===== src/hdl/gfe_pkg.sv =====
`timescale 1ns / 1ps
// ----------------------------------------------------------------------------
// gfe_pkg
// Shared types and constants of the forward elimination block.
// ----------------------------------------------------------------------------
package gfe_pkg;
  localparam int unsigned DataW = 32;
  localparam int unsigned SizeW = 4;
  localparam int unsigned FracW = 16;
  localparam logic [SizeW-1:0] SizeReset = 4'd3;
  localparam logic signed [DataW-1:0] SatMax = 32'sh7fffffff;
  localparam logic signed [DataW-1:0] SatMin = 32'sh80000000;

  typedef logic signed [DataW-1:0] data_t;

  // saturate a wide signed value to 32 bits
  function automatic data_t sat64(input logic signed [65:0] v);
    if (v > 66'sd2147483647) begin
      return SatMax;
    end else if (v < -66'sd2147483648) begin
      return SatMin;
    end
    return v[DataW-1:0];
  endfunction
endpackage


===== src/hdl/gfe_div.sv =====
`timescale 1ns / 1ps
// ----------------------------------------------------------------------------
// gfe_div
// Bit-serial signed divider: trunc(num * 2^16 / den), saturated to 32 bits.
// ----------------------------------------------------------------------------
module gfe_div (
  input  logic                 clk_i,
  input  logic                 rst_ni,
  input  logic                 start_i,
  input  gfe_pkg::data_t       num_i,
  input  gfe_pkg::data_t       den_i,
  output logic                 done_o,
  output gfe_pkg::data_t       quot_o
);
  logic [47:0] rem_q, rem_d;
  logic [47:0] dvd_q, dvd_d;
  logic [31:0] dsr_q;
  logic [47:0] quo_q, quo_d;
  logic [5:0]  cnt_q;
  logic        busy_q, neg_q;
  logic [48:0] trial;
  logic [47:0] num_mag;
  logic [31:0] den_mag;
  logic signed [49:0] sq;

  assign num_mag = {(num_i[31] ? 32'(-num_i) : 32'(num_i)), 16'd0};
  assign den_mag = den_i[31] ? 32'(-den_i) : 32'(den_i);
  assign trial = {rem_q, dvd_q[47]} - {17'd0, dsr_q};

  always_comb begin
    rem_d = {rem_q[46:0], dvd_q[47]};
    quo_d = {quo_q[46:0], 1'b0};
    dvd_d = {dvd_q[46:0], 1'b0};
    if (!trial[48]) begin
      rem_d = trial[47:0];
      quo_d[0] = 1'b1;
    end
  end

  always_ff @(posedge clk_i or negedge rst_ni) begin
    if (!rst_ni) begin
      busy_q <= 1'b0;
      cnt_q  <= '0;
      done_o <= 1'b0;
    end else begin
      done_o <= 1'b0;
      if (start_i) begin
        busy_q <= 1'b1;
        cnt_q  <= 6'd47;
      end else if (busy_q) begin
        cnt_q <= cnt_q - 6'd1;
        if (cnt_q == 6'd0) begin
          busy_q <= 1'b0;
          done_o <= 1'b1;
        end
      end
    end
  end

  always_ff @(posedge clk_i) begin
    if (start_i) begin
      rem_q <= '0;
      dvd_q <= num_mag;
      dsr_q <= den_mag;
      quo_q <= '0;
      neg_q <= num_i[31] ^ den_i[31];
    end else if (busy_q) begin
      rem_q <= rem_d;
      dvd_q <= dvd_d;
      quo_q <= quo_d;
    end
  end

  assign sq = neg_q ? -$signed({2'b0, quo_q}) : $signed({2'b0, quo_q});
  assign quot_o = gfe_pkg::sat64(66'(sq));
endmodule


===== config.mk =====
export PLATFORM = sky130hd
export DESIGN_NAME = gfe_div
export DESIGN_NICKNAME = d
export VERILOG_FILES = /design/src/hdl/gfe_pkg.sv /design/src/hdl/gfe_div.sv
export SDC_FILE = /design/constraint.sdc
export NUM_CORES = 1
export LEC_CHECK = 0
export ABC_CLOCK_PERIOD_IN_PS = 4800
export BUFFER_PORTS_ARGS = -buffer_cell sky130_fd_sc_hd__buf_2
export CORE_MARGIN = 3
export CORE_UTILIZATION = 45
export CTS_BUF_LIST = sky130_fd_sc_hd__clkbuf_8
export CTS_CLUSTER_SIZE = 30
export DETAILED_ROUTE_END_ITERATION = 6
export GPL_ROUTABILITY_DRIVEN = 1
export PLACE_DENSITY = 0.67
export SLEW_MARGIN = 20
export SYNTH_ARGS = -nofsm -noshare
export SYNTH_HDL_FRONTEND = slang
export SYNTH_SLANG_ARGS = --single-unit

===== constraint.sdc =====
create_clock -name clk_i -period 4.8 [get_ports clk_i]
set_input_delay 0.24 -clock clk_i [delete_from_list [all_inputs] [get_ports clk_i]]
set_output_delay 0.24 -clock clk_i [all_outputs]
set_load 0.1 [all_outputs]

==> results.yml <==
outcome:
  status: "complete, no violations"
floorplan:
  die-area_sq_um: 26600
  initial_utilization: 0.465
  die_w_um: 163
  die_y_um: 163
  rows: 56
  ioPinCount: 100
  core_sq_um: 23900
place:
  port_buffers: 99
  dp_slack_ns: 0.381
  routabilityCongestion: 0.882
  dpl.hpwl_um: 17100
  dp_cells: 1650
  dpl_cell_area_sq_um: 11800
timing:
  min_period_ns: 4.47
  fin_ws_ns: 0.329
  fmax_mhz: 224
  slew_viol_final: 0
  whs_ns: 0.0364
  worstMarginPinSlew_ns: 0.908
  slew_headroom: 0.395
  fin_crit_sh: 0.931
  rsz0062_at_grt: "false"
  finalClockSkew_ns: 0.0210
  setup-violations-final: 0
  finalHoldViolations: 0
grt:
  grt_pass1_vias: 8523
  met1_usage: 0.261
  grt_busiest_layer: "met2"
  grt_pass1_wl_um: 41000
  grt_max_degree: 90
  met2_usage: 0.290
  grt_use_met3: 0.0233
  grt_usage: 0.182
  overflow: 0
  antenna_found_initial: 0
yosys:
  avgSynthCellArea_sq_um: 8.54
  synth-main-ff-cell: "dfxtp_1"
  netlist_top_cells_area: "edfxtp_1 18%, dfxtp_1 17%, xor2_1 6.3%"
  synthDistinctLibCells: 73
  synth_cells: 1300
  yosysWarnings: 0
  async_flop_share: 0.0473
  synth-edff-count: 65
  yosys.area.top_type_share: 0.176
  synth_fp_nets: 1405
  ys_seq_area_frac: 0.367
  synth_area_leader_cell: "edfxtp_1"
  mappedNetlistArea_sq_um: 11100
  ys_ff_latch: 169
job:
  maxCapViolCount: 0
critical_path:
  reg2reg_to: "rem_q[4]$_SDFFE_PP0P_"
  reg2reg_depth: 14
  reg2reg_from: "dsr_q[0]$_DFFE_PP_"
  end_kind: "output port"
  crit_path_start: "quo_q[7]$_SDFFE_PP0P_"
  worstSetupStartpointType: "flop"
  worstPathRequired_ns: 4.56
  cp.arrival_ns: 4.23
  critical_path_class: "flop to output port"
  rrSetupSlack_ns: 0.55
  cp_max_fo: 31
worst_hold_path:
  min_path_type: "primary input to flop"
  min_path_cells: 1
  min_from: "den_i[0]"
  hold_path_end: "dsr_q[0]$_DFFE_PP_"
clocking:
  clk_path_buf_depth: 2
  clock_sinks: 169
  cts_tree: "built"
  numCtsBuffers: 17
  cts_setup_buffers: 0
  cts.clk_slew.worst_paths_ns: 0.09
  htree_levels: 4
  clk-insertion-delay-late_ns: 0.46
  root_buffer: "clkbuf_8"
route:
  routed_wl_um: 24500
  dr_total_vias: 9407
  dr.pass1.iters: 7
  wl_per_cell_um: 14.6
  drtAntennaViolNets: 0
  drtIter0Drc: 734
  drc_errors: 0
  avgViaCountPerCell: 5.59
final_layout:
  antenna_cells: 0
  syn_to_final_growth_pct: 10.5
  final_cells: 1683
  drive_above_1_share: 0.119
  finalNetCount: 1456
  final_area_sq_um: 12300
power_and_ir_drop:
  power_density_nw_per_um2: 537
  power_leakage_nw: 5.28
  ir_drop_v: 0.000487
## synth_stat cells (all sizes together) (5+ instances only)
cell      n
inv      48
ha       37
edfxtp   65
o21a      7
dfxtp    96
xnor2    61
nor4     23
nand4     6
dfrtp     8
or4      21
nand2b   22
xor2     80
a21oi    72
o31ai    34
a311oi   28
clkbuf   62
or2       5
mux2i    51
nor3     33
nand2   115
a211oi   16
buf      16
o211ai    9
or3      31
o21ai    82
nand3    19
nor2    159
o41ai    13
a21o     10
nand3b    6
## routing by layer
metal / up-vias / part of all wire / wire (um)
li1: 4796 / - / -
met1: 4356 / 0.48 / 11800
met2: 236 / 0.46 / 11300
met3: 19 / 0.046 / 1130
met4: 0 / 0.011 / 276
met5: - / 0 / 0
## state kept, by name (all words and copies together), names as in the netlist
register / flops
neg_q: 1
cnt_q: 6
busy_q: 1
rem_q: 48
quo_q: 48
dvd_q: 32
dsr_q: 32
done_o: 1
## cell usage in the layout (no fill, tap or decap), drive strengths merged, types with 5 or more instances in the layout
cell / instances
a211oi: 16
a21o: 10
a21oi: 72
a311oi: 28
buf: 83
clkbuf: 45
clkinv: 7
dfrtp: 8
dfxtp: 96
edfxtp: 65
ha: 37
inv: 53
mux2i: 51
nand2: 115
nand2b: 22
nand3: 19
nand3b: 6
nand4: 6
nor2: 159
nor3: 33
nor4: 23
o211ai: 9
o21a: 7
o21ai: 82
o31ai: 34
o41ai: 13
or2: 5
or3: 31
or4: 21
xnor2: 61
xor2: 80
## worst max path at each step
| stage | to | slack, ns |
|---|---|---|
| 2_1_floorplan | quot_o[10] | -0.70 |
| 3_3_place_gp | quot_o[10] | 0.52 |
| 3_5_place_dp | quot_o[2] | 0.38 |
| 4_1_cts | quot_o[11] | 0.01 |
| 5_1_grt | quot_o[27] | 0.07 |
| 6_report | quot_o[27] | 0.33 |
## what timing repair did
action | in CTS | in global routing
resized for setup | 4 | 36
hold buffers | 1 | 0
endpoints found under the hold margin | 8 | 0
setup endpoints to repair | 31 | 31
## where the power goes
group	leakage, nW	internal [mW]	switching [mW]	total (mW)
registers	1.52	1.75	0.203	1.95
clock network	0.195	0.443	0.543	0.986
logic	3.56	1.25	2.40	3.65
total	5.28	3.44	3.15	6.59
## cells by family after synthesis
logic type,synth area share
flip-flops,0.367
buffers and inverters,0.0445
adder cells (fa/ha/maj),0.0435
XOR/XNOR,0.111
AO/OA/AOI/OAI,0.183
multiplexers,0.0470
AND/OR/NAND/NOR,0.204
## through the flow
step	util	setup TNS, ns	power (mW)
2_1_floorplan	-	-6.97	4.85
3_3_place_gp	0.493	0	5.51
3_5_place_dp	0.493	0	5.53
4_1_cts	0.510	0	6.54
5_1_grt	0.514	0	7.07
6_report	0.514	0	6.59
## final cells by class
type | instances | area [sq um]
Clock buffer | 19 | 262
Clock inverter | 13 | 119
Fill cell | 2263 | 11600
Inverter | 49 | 184
Multi-Input combinational cell | 1004 | 6570
Sequential cell | 169 | 4080
Tap cell | 319 | 399
Timing Repair Buffer | 110 | 669
## critical path, stage by stage, from the launching register on
cell	delay [ns]
dfxtp_1	0.38
or4_1	0.66
nor4_4	0.32
nand3_2	0.16
xnor2_1	0.15
or4_1	0.39
or4_1	0.47
nor4_1	0.29
nand3_1	0.11
and2_4	0.26
o21ai_1	0.15
buf_2	0.44
(Power assumes the default switching activity.)
